### src/rtl/fifo_queue_with_delete_by_value_unit_macros.svh
// Assertion macros for the fifo queue with delete-by-value unit.
// Used by rtl/fifo_queue_with_delete_by_value_unit.sv; expects clk and rst_n in scope.
`ifndef FIFO_QUEUE_WITH_DELETE_BY_VALUE_UNIT_MACROS_SVH
`define FIFO_QUEUE_WITH_DELETE_BY_VALUE_UNIT_MACROS_SVH

// property checked on every clock outside reset
`define FQD_ASSERT(name, expr, msg) \
    name: assert property (@(posedge clk) disable iff (!rst_n) (expr)) else $error(msg);

// implication checked on every clock outside reset
`define FQD_ASSERT_IMPL(name, ante, cons, msg) \
    name: assert property (@(posedge clk) disable iff (!rst_n) (ante) |-> (cons)) \
        else $error(msg);

// next-cycle implication checked outside reset
`define FQD_ASSERT_NEXT(name, ante, cons, msg) \
    name: assert property (@(posedge clk) disable iff (!rst_n) (ante) |=> (cons)) \
        else $error(msg);

`endif

### src/rtl/fqd_pkg.sv
// Package for the fifo queue with delete-by-value unit: codes, payload and control types.
// No dependencies.
`default_nettype none

package fqd_pkg;

    localparam int REQ_DATA_W  = 32;
    localparam int RSP_COUNT_W = 5;

    typedef enum logic [1:0] {
        MODE_ENQ = 2'd0,
        MODE_DEQ = 2'd1,
        MODE_DEL = 2'd2,
        MODE_NOP = 2'd3
    } fqd_mode_t;

    typedef enum logic [2:0] {
        ST_OK       = 3'd0,
        ST_NULL     = 3'd1,
        ST_EMPTY    = 3'd2,
        ST_FULL     = 3'd3,
        ST_NOTFOUND = 3'd4
    } fqd_status_t;

    typedef struct packed {
        fqd_mode_t               mode;
        logic [REQ_DATA_W-1:0]   data_in;
    } fqd_req_t;

    typedef struct packed {
        fqd_status_t             status;
        logic [REQ_DATA_W-1:0]   data_out;
        logic [RSP_COUNT_W-1:0]  count;
    } fqd_rsp_t;

    // qualified per-transaction operation, already checked for success
    typedef struct packed {
        logic enq;
        logic deq;
        logic del;
    } fqd_ctl_t;

endpackage

`default_nettype wire

### src/rtl/fqd_cell.sv
// One queue entry cell: holds a word, matches it, shifts from its upper neighbor.
// Depends on fqd_pkg.
`default_nettype none

module fqd_cell
    import fqd_pkg::*;
#(
    parameter int IDX    = 0,
    parameter int WORD_W = 32,
    parameter int CNT_W  = 5
)
(
    input  wire logic              clk,
    input  wire fqd_ctl_t          ctl,
    input  wire logic [CNT_W-1:0]  count,
    input  wire logic [WORD_W-1:0] word,
    input  wire logic [WORD_W-1:0] next_data,
    input  wire logic              hit_in,
    output logic      [WORD_W-1:0] data,
    output logic                   hit_out
);

    logic [WORD_W-1:0] data_reg;
    logic [WORD_W-1:0] data_next;
    logic              occupied;
    logic              match;
    logic              load_here;
    logic              shift;

    assign occupied  = count > CNT_W'(IDX);
    assign match     = occupied && (data_reg == word);
    assign hit_out   = hit_in || match;
    assign load_here = ctl.enq && (count == CNT_W'(IDX));
    // at and above the deleted entry everything moves down one place
    assign shift     = ctl.deq || (ctl.del && hit_out);

    always_comb
    begin
        data_next = data_reg;
        if (load_here)
        begin
            data_next = word;
        end
        else if (shift)
        begin
            data_next = next_data;
        end
    end

    always_ff @(posedge clk)
    begin
        data_reg <= data_next;
    end

    assign data = data_reg;

endmodule

`default_nettype wire

### src/rtl/fifo_queue_with_delete_by_value_unit.sv
// Top level of the fifo queue with delete-by-value unit: control, count and result register.
// Depends on fqd_pkg, fqd_cell and fifo_queue_with_delete_by_value_unit_macros.svh.
//
// Usage:
//   req channel (req_valid, req_stall, req) carries one operation per transaction:
//   enqueue, dequeue, delete of the oldest matching word, or no-op.
//   rsp channel (rsp_valid, rsp_stall, rsp) returns one result per transaction:
//   status, the dequeued word (zero otherwise) and the entry count afterwards.
//   The result is registered: rsp and rsp_valid are loaded as the transaction is accepted.
//   Throughput is one transaction per cycle while no result is held by rsp_stall; the
//   entries sit in a row of cells and the match, first-hit ripple and shift of the
//   whole row finish in the cycle the transaction is accepted.
//   Reset empties the queue (count zero) and clears rsp_valid; entry contents are
//   left as they are and never read before being written.
//   While rsp_stall holds a waiting result, req_stall is raised and the result and
//   the queue stay unchanged; a new transaction is taken in the cycle the result
//   leaves.
`default_nettype none
`include "fifo_queue_with_delete_by_value_unit_macros.svh"

module fifo_queue_with_delete_by_value_unit
    import fqd_pkg::*;
#(
    parameter int QUEUE_DEPTH = 16,
    parameter int WORD_WIDTH  = 32
)
(
    input  wire logic     clk,
    input  wire logic     rst_n,
    input  wire logic     req_valid,
    output logic          req_stall,
    input  wire fqd_req_t req,
    output logic          rsp_valid,
    input  wire logic     rsp_stall,
    output fqd_rsp_t      rsp
);

    localparam int SW    = (WORD_WIDTH < REQ_DATA_W) ? WORD_WIDTH : REQ_DATA_W;
    localparam int CNT_W = $clog2(QUEUE_DEPTH + 1);
    localparam logic [CNT_W-1:0] DEPTH_CNT = CNT_W'(QUEUE_DEPTH);

    logic [CNT_W-1:0] count_reg;
    logic [CNT_W-1:0] count_next;
    logic             rsp_valid_reg;
    fqd_rsp_t         rsp_reg;
    fqd_rsp_t         rsp_next;

    logic             req_accept;
    logic [SW-1:0]    word;
    logic             word_nz;
    logic             full;
    logic             empty;
    fqd_ctl_t         ctl;
    fqd_status_t      status;
    logic [SW-1:0]    removed;

    logic [SW-1:0]    cell_data [QUEUE_DEPTH];
    logic             hit [QUEUE_DEPTH+1];

    assign req_stall  = rsp_valid_reg && rsp_stall;
    assign req_accept = req_valid && !req_stall;

    assign word    = req.data_in[SW-1:0];
    assign word_nz = |word;
    assign full    = count_reg == DEPTH_CNT;
    assign empty   = count_reg == '0;

    assign hit[0] = 1'b0;

    for (genvar i = 0; i < QUEUE_DEPTH; i++)
    begin : g_cell
        logic [SW-1:0] upper;
        if (i == QUEUE_DEPTH - 1)
        begin : g_last
            assign upper = cell_data[i];
        end
        else
        begin : g_mid
            assign upper = cell_data[i+1];
        end

        fqd_cell #(
            .IDX    (i),
            .WORD_W (SW),
            .CNT_W  (CNT_W)
        ) u_cell (
            .clk       (clk),
            .ctl       (ctl),
            .count     (count_reg),
            .word      (word),
            .next_data (upper),
            .hit_in    (hit[i]),
            .data      (cell_data[i]),
            .hit_out   (hit[i+1])
        );
    end

    always_comb
    begin
        ctl        = '0;
        status     = ST_OK;
        removed    = '0;
        count_next = count_reg;
        if (req_accept)
        begin
            unique case (req.mode)
                MODE_ENQ:
                begin
                    if (!word_nz)
                    begin
                        status = ST_NULL;
                    end
                    else if (full)
                    begin
                        status = ST_FULL;
                    end
                    else
                    begin
                        ctl.enq    = 1'b1;
                        count_next = count_reg + CNT_W'(1);
                    end
                end
                MODE_DEQ:
                begin
                    if (empty)
                    begin
                        status = ST_EMPTY;
                    end
                    else
                    begin
                        ctl.deq    = 1'b1;
                        removed    = cell_data[0];
                        count_next = count_reg - CNT_W'(1);
                    end
                end
                MODE_DEL:
                begin
                    if (!word_nz)
                    begin
                        status = ST_NULL;
                    end
                    else if (empty)
                    begin
                        status = ST_EMPTY;
                    end
                    else if (hit[QUEUE_DEPTH])
                    begin
                        ctl.del    = 1'b1;
                        count_next = count_reg - CNT_W'(1);
                    end
                    else
                    begin
                        status = ST_NOTFOUND;
                    end
                end
                MODE_NOP:
                begin
                    status = ST_OK;
                end
                default:
                begin
                    status = ST_OK;
                end
            endcase
        end
    end

    always_comb
    begin
        rsp_next.status   = status;
        rsp_next.data_out = REQ_DATA_W'(removed);
        rsp_next.count    = RSP_COUNT_W'(count_next);
    end

    always_ff @(posedge clk or negedge rst_n)
    begin
        if (!rst_n)
        begin
            count_reg     <= '0;
            rsp_valid_reg <= 1'b0;
        end
        else
        begin
            if (req_accept)
            begin
                count_reg     <= count_next;
                rsp_valid_reg <= 1'b1;
            end
            else if (!rsp_stall)
            begin
                rsp_valid_reg <= 1'b0;
            end
        end
    end

    always_ff @(posedge clk)
    begin
        if (req_accept)
        begin
            rsp_reg <= rsp_next;
        end
    end

    assign rsp_valid = rsp_valid_reg;
    assign rsp       = rsp_reg;

    `FQD_ASSERT(a_count_bound, count_reg <= DEPTH_CNT, "entry count above capacity")
    `FQD_ASSERT_NEXT(a_count_hold, !req_accept, $stable(count_reg),
        "count moved without transaction")
    `FQD_ASSERT_IMPL(a_rsp_count, rsp_valid_reg, rsp_reg.count == RSP_COUNT_W'(count_reg),
        "result count differs from queue count")
    `FQD_ASSERT_IMPL(a_data_ok, rsp_valid_reg && (rsp_reg.data_out != '0),
        rsp_reg.status == ST_OK, "word returned with failing status")

endmodule

`default_nettype wire

### config.mk
export PLATFORM = sky130hd
export DESIGN_NAME = fifo_queue_with_delete_by_value_unit
export DESIGN_NICKNAME = d
export VERILOG_FILES = /design/src/rtl/fqd_pkg.sv /design/src/rtl/fqd_cell.sv /design/src/rtl/fifo_queue_with_delete_by_value_unit.sv
export VERILOG_INCLUDE_DIRS = /design/src /design/src/rtl
export SDC_FILE = /design/constraint.sdc
export NUM_CORES = 2
export LEC_CHECK = 0
export BUFFER_PORTS_ARGS = -buffer_cell sky130_fd_sc_hd__buf_2
export CAP_MARGIN = 20
export CORE_MARGIN = 5
export CORE_UTILIZATION = 60
export DETAILED_ROUTE_END_ITERATION = 6
export PLACE_DENSITY = 0.77
export REMOVE_ABC_BUFFERS = 1
export SLEW_MARGIN = 40
export SYNTH_ARGS = -nofsm -noshare
export SYNTH_HDL_FRONTEND = slang
export SYNTH_SLANG_ARGS = --single-unit
### constraint.sdc
create_clock -name clk -period 12.5 [get_ports clk]
set_input_delay 0 -clock clk [delete_from_list [all_inputs] [get_ports clk]]
set_output_delay 0 -clock clk [all_outputs]
set_load 0.01 [all_outputs]
* Yosys cells after proc, flatten, opt, wreduce, memory -nomap -nowiden
Cells that the tools add are included.
** Word-level totals
- Bits in registers :: 558
- Input bits :: 38
- Output and inout port bits :: 42
- Logic and storage cells :: 231
** Cells by class
- $add $sub $neg :: 2
- Order comparisons :: 16
- Equality and inequality tests :: 36
- Mux-type cells :: 56
- Bitwise operators :: 1
- Reduce and logical (&&, ||, !) cells :: 99
** Operators with widths (number)
- $mux 32 :: 30
- $eq 32x32->1 :: 16
- $logic_and 1x1->1 :: 49
- $eq 5x4->1 const B :: 8
- $gt 5x4->1 const B :: 8
- $reduce_or 32->1 :: 1
- $logic_or 1x1->1 :: 30
- $mux 5 :: 6
- $reduce_bool 2->1 :: 15
- $eq 5x3->1 const B :: 4
- $gt 5x3->1 const B :: 4
- $mux 3 :: 5
- $pmux 5 s3 :: 1
- $pmux 3 s4 :: 1
- $mux 1 :: 11
- $eq 5x2->1 const B :: 2
- $gt 5x1->1 const B :: 2
- $gt 5x2->1 const B :: 2
- $add 5x1->5 const B :: 1
- $eq 5x1->1 const B :: 1
- $eq 5x5->1 const B :: 1
- $logic_not 5->1 :: 1
- $sub 5x1->5 const B :: 1
- $eq 2x2->1 const B :: 2
- 7 further kinds :: 8

* Longest topological paths before layout
- Depth in word-level cells :: 26
- Mapped depth :: 14
- Mapped depth without buffers :: 10

* Modules after synthesis
Synthesis repeated with hierarchy kept, for this count alone.
** Unflattened totals
- Cells, all modules :: 2104
- Area total of the unflattened synthesis :: 31168.6 µm²
** By module, submodules not included
- fifo_queue_with_delete_by_value_unit :: times used 1, cells an instance 214, area each 2337.2 µm², seq. area each 1351.3 µm²
- fqd_cell (g_cell[8].u_cell) :: times used 1, cells an instance 118, area each 1880.6 µm², seq. area each 960.9 µm²
- fqd_cell (g_cell[12].u_cell) :: times used 1, cells an instance 119, area each 1874.3 µm², seq. area each 960.9 µm²
- fqd_cell (g_cell[0].u_cell) :: times used 1, cells an instance 117, area each 1869.3 µm², seq. area each 960.9 µm²
- fqd_cell (g_cell[6].u_cell) :: times used 1, cells an instance 117, area each 1868.0 µm², seq. area each 960.9 µm²
- fqd_cell (g_cell[4].u_cell) :: times used 1, cells an instance 118, area each 1866.8 µm², seq. area each 960.9 µm²
- fqd_cell (g_cell[7].u_cell) :: times used 1, cells an instance 119, area each 1803.0 µm², seq. area each 960.9 µm²
- fqd_cell (g_cell[9].u_cell) :: times used 1, cells an instance 120, area each 1784.2 µm², seq. area each 960.9 µm²
- fqd_cell (g_cell[5].u_cell) :: times used 1, cells an instance 117, area each 1780.5 µm², seq. area each 960.9 µm²
- fqd_cell (g_cell[2].u_cell) :: times used 1, cells an instance 124, area each 1778.0 µm², seq. area each 960.9 µm²
- fqd_cell (g_cell[11].u_cell) :: times used 1, cells an instance 117, area each 1774.2 µm², seq. area each 960.9 µm²
- fqd_cell (g_cell[1].u_cell) :: times used 1, cells an instance 117, area each 1766.7 µm², seq. area each 960.9 µm²
- fqd_cell (g_cell[14].u_cell) :: times used 1, cells an instance 118, area each 1762.9 µm², seq. area each 960.9 µm²
- fqd_cell (g_cell[3].u_cell) :: times used 1, cells an instance 117, area each 1761.7 µm², seq. area each 960.9 µm²
- +3 rows

* Worst setup path before layout
OpenSTA, ideal clock, no wires.
- Kind :: flip-flop to flip-flop
- Start point :: register count_reg[1]
- End point :: register g_cell[10].u_cell.data_reg[0], enable pin
- Setup time :: 436 ps
- Arrival time :: 4223 ps
- Data required time :: 12064 ps
- Setup slack :: 7841 ps
- Cell stages (with the launch flop) :: 14
- Path buffers :: 3
- Clock period less this slack :: 4659 ps
- Cell sequence :: dfrtp_1 -> clkbuf_1 -> inv_1 -> ha_1 -> clkbuf_1 -> o21ai_0 -> nand3_1 -> nor4_1 -> nor4_1 -> nand3_1 -> buf_2 -> o211ai_4 -> or2_1 -> o221ai_1
** Between the ends
- Cells in the longest elaborated chain, start to end :: 25
- Elaborated cells between the ends (all ways) :: 64
- Classes of those cells :: 16 x order compare; 2 x eq/ne; 10 x mux; 36 x reduce/logical
** Ends and longest elaborated chain
- from (decl) :: line fifo_queue_with_delete_by_value_unit.sv:42 : logic [CNT_W-1:0] count_reg;
- from (signal assigned) :: line fifo_queue_with_delete_by_value_unit.sv:186 : count_reg <= count_next;
- $gt 5x1->1 :: line fqd_cell.sv:30 : assign occupied = count > CNT_W'(IDX);
- $logic_and 1x1->1 :: line fqd_cell.sv:31 : assign match = occupied && (data_reg == word);
- $logic_or 1x1->1 (15 in a row) :: line fqd_cell.sv:32 : assign hit_out = hit_in || match;
- $mux 1 :: line fifo_queue_with_delete_by_value_unit.sv:146 : else if (hit[QUEUE_DEPTH])
- $mux 1 :: line fifo_queue_with_delete_by_value_unit.sv:142 : else if (empty)
- $mux 1 :: line fifo_queue_with_delete_by_value_unit.sv:138 : if (!word_nz)
- $mux 1 :: line fifo_queue_with_delete_by_value_unit.sv:106 : unique case (req.mode)
- $mux 3 :: line fifo_queue_with_delete_by_value_unit.sv:104 : if (req_accept)
- $logic_and 1x1->1 :: line fqd_cell.sv:35 : assign shift = ctl.deq || (ctl.del && hit_out);
- $logic_or 1x1->1 :: line fqd_cell.sv:35
- $reduce_bool 2->1 (no source line) *
- to (signal assigned) :: line fqd_cell.sv:52 : data_reg <= data_next;
- to (decl) :: line fqd_cell.sv:23 : logic [WORD_W-1:0] data_reg;
Mark *: on every way between the ends. The rest lies on a longest branch, timed or not.
A chain may end at the register's enable or synchronous reset.

* Worst setup path in the final report
- Start point :: register count_reg[1]
- End point :: register g_cell[10].u_cell.data_reg[18], enable pin
Same word-level chain as after synthesis.

==> impl_results.md <==
* Min Hold Slack at 0.0174 ns
* Cells along the critical path: inv_1, ha_1, o21ai_0, nand3_1, nor4_1, nor4_1, nand3_1, o211ai_4, or2_1, o221ai_4, buf_8
* Cell Pwr Density at 135 nW/um^2
* Total congestion overflow at 0
* Setup TNS at 0 ns
* Initial Util at 60.7%
* Initial antenna violation count at 3
* First-pass GRT wire length at 123000 microns
* Synth Instances at 2254
* Slowest cell delay on critical path at 0.75 ns
* Dominant cell type by area after synthesis: edfxtp_1
* Warnings from Yosys at 0
* Residual DRC at 0
* WP data required at 12.81 ns
* DIE WIDTH at 235 microns
* Clock Latency Late Sink at 0.62 ns
* Number of synthesized flops with an enable pin at 552
* Fin. max-slew vios at 0
* CTS tree: done
* LEAKAGE at 11.2 nW
* H-tree depth at 2
* IO Port Bufs at 79
* Routability cong. at 0.918
* Nets@finish at 2311
* FP Rows at 82
* Final Hold Viols at 0
* DR vias/cell at 6.35
* Setup violators final at 0
* Core ar. at 50200 sq um
* Fraction of registers with async set/reset at 1.08%
* Detailed Route WL at 82200 microns
* Maximum VDD drop at 0.128 mV
* GRT Overall Usage at 28.8%
* Crit path max fanout at 17
* Crit share post-route at 39.7%
* Initial drt markers at 1793
* Number of buffers created by CTS at 58
* P&R area growth vs syn at 8.96%
* Fraction of layout cells with a size suffix above 1 at 30.5%
* Tmin final at 4.97 ns
* Mapped cell area at 30500 sq um
* I/O pin total at 80
* WP data arrival at 5.28 ns
* Commonest non-fill, non-tap cell in the layout: edfxtp_1
* Fillers at 3550
* CP Buf/Inv Count at 2
* WL per Instance at 27.5 microns
* Largest register FFs at 512
* Placed Area at 31300 sq um
* Post-CTS setup repair buffer count at 0
* Final ANT Viol Nets at 0
* Setup Skew at 0.0120 ns
* Critical path class: reg2reg
* Top-area cell type share of the netlist area at 54.4%
* Hpwl dp at 53500 microns
* CP endpoint kind: register
* Post-synthesis register bit count at 558
* Worst-Margin Slew at 0.967 ns
* Commonest cells after routing, fill and taps aside: edfxtp_1 (552), mux2_2 (459), xor2_1 (290), xnor2_1 (219), nor4_1 (91)
* Clk sinks at 558
* Sequential area share after synthesis at 54.9%
* Total iterations of the first detailed-routing run at 6
* Ys flop type: edfxtp_1
* Placed cells at 2866
* Mapped Avg Cell Area at 13.5 sq um
* Yosys cell types at 64
* Reg clk slew, reported paths at 0.06 ns
* Clock root buffer: clkbuf_16
* Crit start category: register
* Main area contributors after synthesis: edfxtp_1 (54%), mux2_2 (17%), xor2_1 (8.3%)
* Worst Hold Class: in2reg
* Final Cell Area at 33200 sq um
* Number of global-route vias before repair at 19.7k
* Die area at 55400 sq um
* Via count at 18.9k
* Status: finished clean
* CP delay by family, top: simple AND/OR/NAND/NOR gates
* Max clock buf depth at 3
* Largest net degree at the start of global routing at 49
* Fmax at 201 MHz
* Final Non-Filler Cells at 2986
* Max transition margin at 35.0%
* RSZ-0062 raised after global routing: false
* Slowest cell on the critical path: dfrtp_1
* Die Y at 235 microns
* Max-cap violations at 0
==> worst register-to-register path, delay by kind of cell, from the launching register on <==
kind / cells / cell delay, ns
AND/OR/NAND/NOR: 5 / 1.76
AO/OA/AOI/OAI: 3 / 1.21
flip-flops: 1 / 0.75
buffers and inverters: 2 / 0.52
adder cells (fa/ha/maj): 1 / 0.41
==> power breakdown <==
part           total (mW)  switching [mW]  internal (mW)
Sequential           2.24          0.0979           2.15
Clock                1.63           0.710          0.922
Combinational       0.591           0.383          0.208
Total                4.47            1.19           3.28
==> final timing paths <==
kind | start | to | slack [ns] | cells past startpoint
max in group asynchronous | rst_n | count_reg[4]$_DFFE_PN0P_ | 11.68 | 3
max | count_reg[1]$_DFFE_PN0P_ | g_cell[10].u_cell.data[18]$_DFFE_PP_ | 7.53 | 11
min | req[10] | g_cell[15].u_cell.data[10]$_DFFE_PP_ | 0.02 | 2
min reg2reg | g_cell[15].u_cell.data[27]$_DFFE_PP_ | g_cell[14].u_cell.data[27]$_DFFE_PP_ | 0.59 | 1
min in group asynchronous | rst_n | count_reg[1]$_DFFE_PN0P_ | 0.46 | 3
max reg2reg | count_reg[1]$_DFFE_PN0P_ | g_cell[10].u_cell.data[18]$_DFFE_PP_ | 7.53 | 11
==> Yosys cell counts (7+ instances only) <==
master	n
nand4_1	76
nor4_1	92
and3_1	36
a21oi_1	16
nor2_1	36
xnor2_1	219
o21ai_0	39
nor3_1	24
edfxtp_1	552
nand2_1	60
nand3_1	29
buf_2	126
xor2_1	290
clkbuf_1	64
mux2_2	459
o211ai_2	7
inv_1	12
==> per-stage QoR <==
| step | worst slack, ns | utilization, % | total power [mW] |
|---|---|---|---|
| floorplan | 7.31 | - | 2.58 |
| global placement | 7.61 | 62.3 | 2.84 |
| detailed placement | 7.61 | 62.3 | 2.86 |
| CTS | 7.58 | 66.1 | 4.48 |
| global route | 7.21 | 66.1 | 4.60 |
| finish | 7.53 | 66.1 | 4.47 |
==> kinds of logic (layout without fill, tap and decap cells) <==
group / Yosys count / in the layout / synth area share [%]
AO/OA/AOI/OAI: 115 / 115 / 2.59
XOR/XNOR: 510 / 510 / 14.7
adder cells (fa/ha/maj): 6 / 6 / 0.247
buffers and inverters: 218 / 277 / 3.38
flip-flops: 558 / 558 / 54.9
multiplexers: 459 / 459 / 17.0
other: 0 / 1 / 0
AND/OR/NAND/NOR: 388 / 388 / 7.19
==> per-layer routing <==
| metal | track usage (%) | share of wire [%] | up-vias |
|---|---|---|---|
| met5 | 0 | 0 | - |
| met4 | 11.2 | 4.0 | 0 |
| met3 | 4.03 | 7.4 | 197 |
| met2 | 49.7 | 50 | 914 |
| met1 | 37.3 | 39 | 9475 |
| li1 | - | - | 8363 |
==> layout make-up <==
type	count	area, sq um	share of cell area [%]
flip-flops and latches	558	16700	50.4
inverters	15	56.3	0.170
repair buffers	156	1020	3.08
clock inverters	24	126	0.381
clock buffers	82	1640	4.93
diodes	1	2.50	0.00754
multi-input cells	1478	12800	38.5
well taps	672	841	2.53
==> timing repair <==
action / 4_1_cts / 5_1_grt
hold endpoints to repair: 25 / 0
hold buffers: 13 / 0
resized for setup: 0 / 0
Note: power is estimated with default switching activity, not from simulation.
